==> src/hw/rtl/vcjb_pkg.sv <==
// Package for the virtual cable JTAG bridge.
// Holds the item structs, command and result codes, parser phases and the banner table.
// No dependencies.
package vcjb_pkg;

  localparam logic [1:0] CMD_HOST    = 2'd0;
  localparam logic [1:0] CMD_TDO     = 2'd1;
  localparam logic [1:0] CMD_CONNECT = 2'd2;

  localparam logic [1:0] K_REPLY = 2'd0;
  localparam logic [1:0] K_PIN   = 2'd1;
  localparam logic [1:0] K_ERROR = 2'd2;

  localparam logic [7:0] CH_G = 8'h67;
  localparam logic [7:0] CH_S = 8'h73;
  localparam logic [7:0] CH_E = 8'h65;
  localparam logic [7:0] CH_H = 8'h68;

  localparam int GE_BYTES  = 6;
  localparam int SE_SKIP   = 5;
  localparam int SE_BYTES  = 9;
  localparam int SH_BYTES  = 4;
  localparam int LEN_BYTES = 4;

  localparam logic [4:0] BANNER_LAST = 5'd19;

  typedef struct packed {
    logic [1:0] command;
    logic [7:0] host_byte;
    logic       tdo_bit;
  } in_item_t;

  typedef struct packed {
    logic [1:0] kind;
    logic [7:0] reply_byte;
    logic       tck_level;
    logic       tms_level;
    logic       tdi_level;
    logic       last;
  } out_item_t;

  typedef enum logic [3:0] {
    PH_HEADER,
    PH_GE,
    PH_SE,
    PH_SH,
    PH_LEN,
    PH_DATA,
    PH_TDO,
    PH_HALT
  } phase_e;

  typedef enum logic [2:0] {
    BK_ERROR,
    BK_BANNER,
    BK_ECHO,
    BK_START_ZERO,
    BK_START_DRIVE,
    BK_TDO_DRIVE,
    BK_TDO_REPLY_DRIVE,
    BK_TDO_REPLY_END
  } burst_e;

  typedef struct packed {
    burst_e      kind;
    logic [31:0] data;
  } burst_t;

  function automatic logic [7:0] banner_byte(logic [4:0] idx);
    logic [7:0] b;
    unique case (idx)
      5'd0:    b = 8'h78;
      5'd1:    b = 8'h76;
      5'd2:    b = 8'h63;
      5'd3:    b = 8'h53;
      5'd4:    b = 8'h65;
      5'd5:    b = 8'h72;
      5'd6:    b = 8'h76;
      5'd7:    b = 8'h65;
      5'd8:    b = 8'h72;
      5'd9:    b = 8'h5f;
      5'd10:   b = 8'h76;
      5'd11:   b = 8'h31;
      5'd12:   b = 8'h2e;
      5'd13:   b = 8'h30;
      5'd14:   b = 8'h3a;
      5'd15:   b = 8'h32;
      5'd16:   b = 8'h30;
      5'd17:   b = 8'h34;
      5'd18:   b = 8'h38;
      5'd19:   b = 8'h0a;
      default: b = 8'h00;
    endcase
    return b;
  endfunction

endpackage

==> src/hw/rtl/vcjb_emit.sv <==
// Result sequencer: holds one burst descriptor and sends its result items one per cycle unless stalled.
// Depends on vcjb_pkg.
module vcjb_emit (
  input  logic                clk_i,
  input  logic                rst_ni,
  input  logic                load_i,
  input  vcjb_pkg::burst_t    desc_i,
  input  logic                tms_i,
  input  logic                tdi_i,
  input  logic                out_stall_i,
  output logic                out_valid_o,
  output vcjb_pkg::out_item_t out_item_o,
  output logic                free_o
);
  import vcjb_pkg::*;

  logic       valid_q;
  logic [4:0] idx_q;
  burst_t     desc_q;
  logic [4:0] last_idx;
  logic       taken;
  logic       at_last;

  always_comb begin
    unique case (desc_q.kind)
      BK_ERROR:           last_idx = 5'd0;
      BK_BANNER:          last_idx = BANNER_LAST;
      BK_ECHO:            last_idx = 5'd3;
      BK_START_ZERO:      last_idx = 5'd1;
      BK_START_DRIVE:     last_idx = 5'd2;
      BK_TDO_DRIVE:       last_idx = 5'd1;
      BK_TDO_REPLY_DRIVE: last_idx = 5'd2;
      BK_TDO_REPLY_END:   last_idx = 5'd1;
      default:            last_idx = 5'd0;
    endcase
  end

  assign taken   = valid_q && !out_stall_i;
  assign at_last = (idx_q == last_idx);
  assign free_o  = !valid_q || (taken && at_last);

  always_ff @(posedge clk_i or negedge rst_ni) begin
    if (!rst_ni) begin
      valid_q <= 1'b0;
      idx_q   <= 5'd0;
    end else if (load_i) begin
      valid_q <= 1'b1;
      idx_q   <= 5'd0;
    end else if (taken && at_last) begin
      valid_q <= 1'b0;
    end else if (taken) begin
      idx_q <= idx_q + 5'd1;
    end
  end

  always_ff @(posedge clk_i) begin
    if (load_i) begin
      desc_q <= desc_i;
    end
  end

  always_comb begin
    out_item_o      = '0;
    out_item_o.last = at_last;
    unique case (desc_q.kind)
      BK_ERROR: begin
        out_item_o.kind = K_ERROR;
      end
      BK_BANNER: begin
        out_item_o.kind       = K_REPLY;
        out_item_o.reply_byte = banner_byte(idx_q);
      end
      BK_ECHO: begin
        out_item_o.kind       = K_REPLY;
        out_item_o.reply_byte = desc_q.data[{idx_q[1:0], 3'b000} +: 8];
      end
      BK_START_ZERO: begin
        out_item_o.kind      = K_PIN;
        out_item_o.tms_level = 1'b1;
        out_item_o.tdi_level = (idx_q == 5'd0);
      end
      BK_START_DRIVE, BK_TDO_REPLY_DRIVE: begin
        if (idx_q == 5'd0) begin
          if (desc_q.kind == BK_START_DRIVE) begin
            out_item_o.kind      = K_PIN;
            out_item_o.tms_level = 1'b1;
            out_item_o.tdi_level = 1'b1;
          end else begin
            out_item_o.kind       = K_REPLY;
            out_item_o.reply_byte = desc_q.data[7:0];
          end
        end else begin
          out_item_o.kind      = K_PIN;
          out_item_o.tck_level = (idx_q == 5'd2);
          out_item_o.tms_level = tms_i;
          out_item_o.tdi_level = tdi_i;
        end
      end
      BK_TDO_DRIVE: begin
        out_item_o.kind      = K_PIN;
        out_item_o.tck_level = (idx_q == 5'd1);
        out_item_o.tms_level = tms_i;
        out_item_o.tdi_level = tdi_i;
      end
      BK_TDO_REPLY_END: begin
        if (idx_q == 5'd0) begin
          out_item_o.kind       = K_REPLY;
          out_item_o.reply_byte = desc_q.data[7:0];
        end else begin
          out_item_o.kind      = K_PIN;
          out_item_o.tms_level = 1'b1;
        end
      end
      default: begin
        out_item_o.kind = K_ERROR;
      end
    endcase
  end

  assign out_valid_o = valid_q;

endmodule

==> config.mk <==
export PLATFORM = sky130hd
export DESIGN_NAME = vcjb_emit
export DESIGN_NICKNAME = d
export VERILOG_FILES = /design/src/hw/rtl/vcjb_pkg.sv /design/src/hw/rtl/vcjb_emit.sv
export SDC_FILE = /design/constraint.sdc
export NUM_CORES = 1
export LEC_CHECK = 0
export ABC_AREA = 1
export BUFFER_PORTS_ARGS = -buffer_cell sky130_fd_sc_hd__buf_2
export CORE_UTILIZATION = 40
export CTS_BUF_LIST = sky130_fd_sc_hd__clkbuf_8
export DETAILED_ROUTE_END_ITERATION = 12
export GPL_ROUTABILITY_DRIVEN = 0
export GPL_TIMING_DRIVEN = 1
export PLACE_DENSITY_LB_ADDON = 0.3
export REMOVE_ABC_BUFFERS = 1
export SYNTH_ARGS = -nofsm -noshare
export SYNTH_HDL_FRONTEND = slang
export SYNTH_SLANG_ARGS = --single-unit
export TNS_END_PERCENT = 30
==> constraint.sdc <==
create_clock -name clk_i -period 3.3 [get_ports clk_i]
set_clock_uncertainty 0.1 [all_clocks]
set_input_delay 0.33 -clock clk_i [delete_from_list [all_inputs] [get_ports clk_i]]
set_output_delay 0.33 -clock clk_i [all_outputs]
set_load 0.02 [all_outputs]
==> impl_metrics.toml, run 1 <==
[die]
dieArea_um2 = 6630
rows = 28
start_util_pct = 42.1
die_h_um = 81.5
ioPinCount = 57
die_x_um = 81.5
fp.coreArea_um2 = 5990

[synthesis]
synth-seq-cells = 44
synth.most_common_cell = "nand2_1"
yosysSeqAreaShare_pct = 50.0
ys_top_cells_by_area = "edfxtp_1 (42%), nand2_1 (11%), dfrtp_1 (5.9%), nand3_1 (5.2%), ha_1 (4.5%)"
synth_warnings = 0
synth.avg_cell_area_um2 = 8.74
yosysUniqueCellTypes = 31
postSynthCellCount = 289
synth_largest_area_cell = "edfxtp_1"
synthTopCellsByCount = "nand2_1 (76), edfxtp_1 (35), nor2_1 (27)"
synth_edf_count = 35
synth.top_cell.area_share_pct = 41.6
synthFlopType = "edfxtp_1"
async_flop_share_pct = 13.6
syn_area_um2 = 2520

[clocking]
htree_levels = 2
cts_tree = "done"
clk_pin_slew_ns = 0.08
clk_latency_ns = 0.29
clockBufferDepth = 2
clock-sinks = 44
numCtsBuffers = 5
cts_root_buffer = "clkbuf_8"

[critical_path]
required_ns = 2.87
critical_path_arrival_ns = 2.26
endpoint_kind = "output port"
worst-setup-path-type = "reg -> out"
r2r_slack_ns = 1.63
start_kind = "flop"
path_max_fanout = 15

[placement]
port_buffers = 56
placed_area_um2 = 2830
dpl.hpwl_mm = 3.80

[run]
cap_violations = 0

[routing]
num_vias = 2106
ant_nets = 0
post-route-drc-count = 0
post_drt_wl_per_cell_um = 12.5
viasPerCell = 5.00
drt_pre_antenna_iters = 4
drt_wl_total_mm = 5.26
drt-initial-drc-count = 173

[sta]
rsz0062_at_grt = "no"
finalSetupViolCount = 0
timing.hold.ws_ns = 0.106
finalMaxSlewViolations = 0
worst_slew_pin_slew_ns = 0.566
timing_hold_violations_final = 0
slew_headroom_pct = 62.0
fin_crit_sh_pct = 81.6
final.setup.tns_ns = 0
period_needed_ns = 2.69
timing.fmax_mhz = 371

[grt]
grt_pass1_vias = 2058
antenna_found_initial = 0
met2_usage_pct = 30.1
met1_usage_pct = 22.6
grt_pass1_wl_mm = 9.05
busiest_layer = "met2"
track_usage_pct = 17.9
grtUsageMet3_pct = 3.44
overflow = 0
grt_max_degree = 32

[final_layout]
drive_gt1_share_pct = 24.6
fill_cells = 564
area_growth_pct = 17.4
fin_area_um2 = 2970
num-nets-final = 396
num_antenna_cells = 0

[min_path]
hold_class = "in -> reg"

[pwr]
ir_drop_mv = 0.255
power_leakage_nw = 1.43
power.density_nw_per_um2 = 514
p_total_mw = 1.53

[outcome]
outcome = "finished clean"
power breakdown:
part	internal (mW)	switching, mW	total [mW]
registers	0.648	0.0225	0.670
clock network	0.298	0.177	0.475
logic	0.131	0.249	0.380
total	1.08	0.448	1.53
logic make-up after synthesis:
logic type	count (synthesis)	share of synthesized area, %
simple gates	154	27.6
compound gates	39	8.77
fa+ha+maj	9	4.46
mux	2	0.842
flops	44	50.0
buf+inv	41	8.37
critical path, stage by stage, from the launching register on:
cell	delay, ns
dfrtp_1	0.38
inv_1	0.34
ha_1	0.28
inv_1	0.07
nor2_1	0.12
nand4_1	0.18
inv_1	0.26
nand2_1	0.08
nand3_1	0.09
buf_2	0.16
flip-flops by register name (all words and copies together), names as in the netlist:
register / count
desc_q: 35
idx_q: 5
last_idx: 3
out_valid_o: 1
cells in the final DEF, fill, tap and decap left out, drive strengths merged:
cell type / Yosys / final
o22ai: 1 / 1
o21ai: 25 / 25
mux2i: 1 / 1
nor3: 5 / 5
clkbuf: 1 / 5
o211ai: 3 / 3
ha: 9 / 9
dlygate4sd3: 0 / 1
dfxtp: 3 / 3
bufinv: 0 / 2
nand4: 11 / 11
dfrtp: 6 / 6
nand3: 26 / 26
nand2: 80 / 80
buf: 9 / 59
a21oi: 9 / 9
nor2: 31 / 31
inv: 31 / 31
o21a: 1 / 1
or2: 1 / 1
edfxtp: 35 / 35
mux2: 1 / 1
final timing paths:
check | from | to | cells past startpoint
setup / recovery | idx_q[0] | out_item_o[4] | 9
hold / removal | desc_i[13] | desc_q[13] | 1
setup reg to reg | desc_q[32] | last_idx[1] | 5
hold reg to reg | out_valid_o | out_valid_o | 2
max in group asynchronous | rst_ni | idx_q[0] | 2
min in group asynchronous | rst_ni | idx_q[4] | 2
per-layer routing:
metal / wire (µm) / vias to the layer above
met5: 0 / -
met4: 105 / 0
met3: 325 / 10
met2: 2440 / 70
met1: 2390 / 939
li1: - / 1087
area by class of cell:
type | instances | area, µm² | share of cell area [%]
Sequential cell | 44 | 1260 | 42.5
Multi-Input combinational cell | 204 | 1050 | 35.5
Timing Repair Buffer | 60 | 313 | 10.5
Inverter | 31 | 116 | 3.92
Tap cell | 75 | 93.8 | 3.16
Clock buffer | 5 | 68.8 | 2.32
Clock inverter | 2 | 60.1 | 2.03
per-stage QoR:
stage | util, % | setup WS [ns] | std cells
detailed placement | 47.2 | 0.937 | 413
floorplan | - | 0.859 | 279
CTS | 49.5 | 0.591 | 421
global placement | 47.2 | 1.00 | 413
finish | 49.5 | 0.607 | 421
global route | 49.5 | 0.380 | 421
timing repair:
action,4_1_cts,5_1_grt
hold endpoints to repair,6,0
setup buffers,0,0
hold buffers,1,0
resized for setup,0,0
Power figures use the tool's default switching activity.
==> inputs of run 2 (changes only) <==
Clock period 3.3 ns to 2.5 ns, I/O delays scaled along.
==> run 2 against run 1 <==
Compared with the run above:
- worst hold slack got worse by 0.089 ns
- die area is the same
- via count unchanged
- global-route usage grew 0.46 points
- register-to-register slack got worse by 0.78 ns
- total power increased by 21%
- first-iteration DRC count down 5.2%
- wire length increased by 1.1%
- sequential share of layout area grew 0.22 points
- critical endpoint unchanged
- largest power group unchanged
- highest routed layer unchanged
==> impl_metrics.toml, run 2 (synthesis results as in run 1) <==
[critical_path]
required_ns = 2.15
crit_top_cell = "inv_1"
endpoint_kind = "output port"
slowest_stage = "dfrtp_1"
r2r_slack_ns = 0.85
reg2reg_from = "desc_q[32]"
critical_path_arrival_ns = 1.94
r2r_cells = 5
worst_path_largest_cell_delay_ns = 0.38
path_max_fanout = 6
reg2reg_to = "last_idx[1]"
cp_cell_sequence = "inv_1 > ha_1 > inv_1 > nor2_1 > nand4_1 > inv_1 > nand2_1 > nand3_1 > buf_2"
worst-setup-path-type = "reg -> out"
start_kind = "flop"

[die]
fp.coreArea_um2 = 5990
die_x_um = 81.5
rows = 28
ioPinCount = 57
dieArea_um2 = 6630
start_util_pct = 42.1
die_h_um = 81.5

[routing]
post_drt_wl_per_cell_um = 12.5
drt_pre_antenna_iters = 4
post-route-drc-count = 0
ant_nets = 0
drt_wl_total_mm = 5.32
num_vias = 2106
drt-initial-drc-count = 164
viasPerCell = 4.96

[grt]
antenna_found_initial = 0
grt_max_degree = 37
grt_pass1_wl_mm = 9.14
overflow = 0
grt_pass1_vias = 2027
track_usage_pct = 18.3

[sta]
finalMaxSlewViolations = 0
worst_slew_pin_slew_ns = 0.600
rsz0062_at_grt = "no"
final.setup.tns_ns = 0
timing.fmax_mhz = 437
timing_hold_violations_final = 0
period_needed_ns = 2.29
slew_headroom_pct = 59.8
fin_crit_sh_pct = 91.4
finalSetupViolCount = 0
fin_ws_ns = 0.214

[clocking]
clk_pin_slew_ns = 0.09
numCtsBuffers = 5
htree_levels = 2
clockBufferDepth = 2
clk_latency_ns = 0.30
post-cts-setup-buffer-count = 0
cts_root_buffer = "clkbuf_8"
cts_tree = "done"
clock-sinks = 44

[min_path]
hp-start = "desc_i[0]"
hold-path-cell-count = 1
hold_class = "in -> reg"
min_to = "desc_q[0]"

[pwr]
power_leakage_nw = 1.42
power.density_nw_per_um2 = 625
ir_drop_mv = 0.343

[final_layout]
num_antenna_cells = 0
fill_cells = 565
fin_util_pct = 49.3
drive_gt1_share_pct = 25.4
largest_reg_flops = 35
regMostFlops = "desc_q"
num-nets-final = 399
mostFrequentLayoutCell = "nand2_1"
area_growth_pct = 16.9
layout_common_cells = "nand2_1 (76), buf_2 (56), edfxtp_1 (35)"

[outcome]
outcome = "finished clean"

[placement]
port_buffers = 56
dpl.hpwl_mm = 3.84
dpl_worst_slack_ns = 0.497

[run]
cap_violations = 0
==> run 2: cell count changes in the layout (fill, tap and decap cells not counted), sizes merged <==
cell / before / now
dlygate4sd3: 1 / 2
bufinv: 2 / 0
inv: 31 / 32
buf: 59 / 61
clkinvlp: 0 / 1
clkinv: 0 / 1
==> run 2: worst max-delay path: cells and delay by family (launching register included) <==
family,cells,cell delay (ns)
adders and majority gates,1,0.21
buffers and inverters,4,0.55
DFF,1,0.38
and+or+nand+nor,4,0.48
==> run 2: layout make-up <==
cell class                      count  area [µm²]  area share, %
Inverter                           31         116           3.94
Timing Repair Buffer               63         338           11.4
Tap cell                           75        93.8           3.18
Multi-Input combinational cell    204        1050           35.6
Clock buffer                        5        68.8           2.33
Sequential cell                    44        1260           42.8
Clock inverter                      3        21.3          0.720
==> run 2: repair_timing <==
action / 4_1_cts / 5_1_grt
gates resized for setup: 0 / 1
hold buffers: 1 / 1
endpoints found under the setup margin: 0 / 1
endpoints found under the hold margin: 6 / 1
==> run 2: per-layer routing <==
metal / GRT usage (%) / share of wire (%) / up-vias
met3: 4.67 / 5.3 / 10
met4: 7.14 / 2.2 / 0
met5: 0 / 0 / -
met2: 29.4 / 45 / 65
li1: - / - / 1089
met1: 23.6 / 47 / 942
==> run 2: worst max-delay path by stage <==
stage / from / end / depth (start not counted)
detailed placement: idx_q[2] / out_item_o[4] / 6
floorplan: idx_q[0] / out_item_o[4] / 7
CTS: idx_q[2] / out_item_o[4] / 6
finish: idx_q[0] / out_item_o[4] / 9
global route: idx_q[0] / out_item_o[4] / 9
global placement: idx_q[2] / out_item_o[10] / 6
==> run 2: stage by stage <==
| step | cells | area, µm² | total power, mW | hold slack [ns] |
|---|---|---|---|---|
| floorplan | 279 | 2430 | 1.23 | -0.146 |
| global placement | 415 | 2840 | 1.41 | -0.0181 |
| detailed placement | 415 | 2840 | 1.42 | -0.0221 |
| CTS | 424 | 2940 | 1.86 | 0.0127 |
| global route | 425 | 2950 | 1.97 | 0.00142 |
| finish | 425 | 2950 | 1.85 | 0.0166 |
==> run 2: power by group <==
part | switching, mW | total (mW) | internal (mW)
Clock | 0.248 | 0.446 | 0.198
Combinational | 0.335 | 0.516 | 0.182
Sequential | 0.0283 | 0.884 | 0.855
==> inputs of run 3 (changes only) <==
Settings changed: BUFFER_PORTS_ARGS -buffer_cell sky130_fd_sc_hd__buf_2 to unset, DONT_BUFFER_PORTS set to 1, REMOVE_ABC_BUFFERS 1 to unset.
==> run 3 against run 2 <==
Compared with the run above:
- sequential power is 0.5% higher
- die area unchanged
- first-iteration DRC count rose by 8.5%
- total power down 3.3%
- clock power shrank 9.4%
- worst setup slack improved by 0.035 ns
- non-clock buffer count shrank 21
==> impl_metrics.toml, run 3 (synthesis results as in run 1) <==
[critical_path]
cp_cell_sequence = "buf_4 > ha_1 > nor2_1 > nand2_1 > a21oi_1 > nand2_1 > nand3_1"
required_ns = 2.15
slowest_stage = "dfrtp_1"
worst_path_largest_cell_delay_ns = 0.38
critPathBufInv = 1
crit_family = "simple AND/OR/NAND/NOR gates"
worst-setup-path-type = "reg -> out"
path_max_fanout = 31
start_kind = "flop"
critical_path_arrival_ns = 1.90
endpoint_kind = "output port"
crit_top_cell = "nand2_1"

[clocking]
htree_levels = 2
cts_tree = "done"
clk_latency_ns = 0.28
clk_pin_slew_ns = 0.08
clock-sinks = 44
cts_root_buffer = "clkbuf_8"
clockBufferDepth = 2
numCtsBuffers = 5

[sta]
rsz0062_at_grt = "no"
slew_headroom_pct = 55.7
finalSetupViolCount = 0
finalMaxSlewViolations = 0
timing_hold_violations_final = 0
final.setup.tns_ns = 0
fin_crit_sh_pct = 90.0
worst_slew_pin_slew_ns = 0.660
period_needed_ns = 2.25
fin_ws_ns = 0.249
timing.fmax_mhz = 444

[routing]
drt_pre_antenna_iters = 4
drt_wl_total_mm = 5.64
num_vias = 2039
drt-initial-drc-count = 178
post-route-drc-count = 0
viasPerCell = 5.06
ant_nets = 0
post_drt_wl_per_cell_um = 14.0

[run]
cap_violations = 0

[grt]
overflow = 0
antenna_found_initial = 0
grt_pass1_vias = 2051
grt_pass1_wl_mm = 9.37
track_usage_pct = 18.9
grt_max_degree = 36

[die]
rows = 28
fp.coreArea_um2 = 5990
die_x_um = 81.5
dieArea_um2 = 6630
ioPinCount = 57
start_util_pct = 42.1
die_h_um = 81.5

[pwr]
pwr-share-seq_pct = 49.8
power.density_nw_per_um2 = 591
power_frac_comb_pct = 27.6
power_leakage_nw = 1.34
p_sw_mw = 0.573
switching_share_pct = 32.1
internal_power_mw = 1.21
p_clk_share_pct = 22.6
ir_drop_mv = 0.522

[placement]
dpl_worst_slack_ns = 0.535
dpl.hpwl_mm = 3.54
port_buffers = 0

[min_path]
hold_class = "in -> reg"

[final_layout]
drive_gt1_share_pct = 9.15
area_growth_pct = 19.5
regMostFlops = "desc_q"
num_antenna_cells = 0
largest_reg_flops = 35
multi_input_area_um2 = 1050
layout_common_cells = "nand2_1 (76), dlygate4sd3_1 (36), edfxtp_1 (35)"
fin_util_pct = 50.4
num-nets-final = 378
fill_cells = 548
sequential_cell_area_um2 = 1260
mostFrequentLayoutCell = "nand2_1"

[synthesis]
syn-num-nets = 339

[outcome]
outcome = "finished clean"
run 3: cell types whose count changed in the layout (fill, tap and decap cells not counted):
cell,before,now
dfrtp_1,5,6
clkinvlp_4,1,0
inv_6,1,0
buf_12,0,1
buf_2,56,0
clkinv_2,1,0
dfrtp_2,1,0
clkinv_1,0,2
dlygate4sd3_1,2,36
run 3: layout make-up:
| class | count | area share (%) |
|---|---|---|
| inverter | 31 | 3.86 |
| clock buffer | 5 | 2.28 |
| sequential | 44 | 41.8 |
| clock inverter | 2 | 0.249 |
| multi-input combinational | 204 | 34.9 |
| tap | 75 | 3.11 |
| timing repair buffer | 42 | 13.8 |
run 3: per-stage QoR:
stage / hold slack (ns) / total power, mW / cell area (µm²) / std cells
3_3_place_gp: -0.145 / 1.34 / 2560 / 359
6_report: 0.0264 / 1.78 / 3020 / 403
2_1_floorplan: -0.146 / 1.26 / 2520 / 289
4_1_cts: 0.0184 / 1.79 / 3020 / 403
5_1_grt: 0.0338 / 1.89 / 3020 / 403
3_5_place_dp: -0.145 / 1.34 / 2560 / 359
run 3: what timing repair did:
action                                 in CTS  in global routing
hold buffers                               37                  0
endpoints found under the hold margin      76                  0
resized for setup                           0                  0
setup buffers                               0                  0
run 3: final timing paths:
| path | end | slack [ns] | cells after the start | startpoint |
|---|---|---|---|---|
| max | out_item_o[8] | 0.25 | 7 | idx_q[0] |
| min | out_valid_o | 0.03 | 2 | out_stall_i |
| max reg2reg | out_valid_o | 0.81 | 6 | idx_q[2] |
| min reg2reg | out_valid_o | 0.63 | 2 | out_valid_o |
| max in group asynchronous | idx_q[3] | 1.88 | 1 | rst_ni |
| min in group asynchronous | idx_q[0] | 0.19 | 1 | rst_ni |
run 3: layer usage:
metal | up-vias | track usage (%) | part of all wire [%]
li1 | 1048 | - | -
met5 | - | 0 | 0
met2 | 65 | 30.9 | 49
met3 | 4 | 5.44 | 7.6
met4 | 0 | 9.11 | 1.5
met1 | 922 | 22.8 | 42
run 3: power groups by stage:
stage / registers (mW) / logic [mW] / clock network, mW
floorplan: 0.901 / 0.360 / 0
global placement: 0.903 / 0.433 / 0
detailed placement: 0.904 / 0.432 / 0
CTS: 0.886 / 0.493 / 0.413
global route: 0.896 / 0.558 / 0.440
finish: 0.888 / 0.492 / 0.404
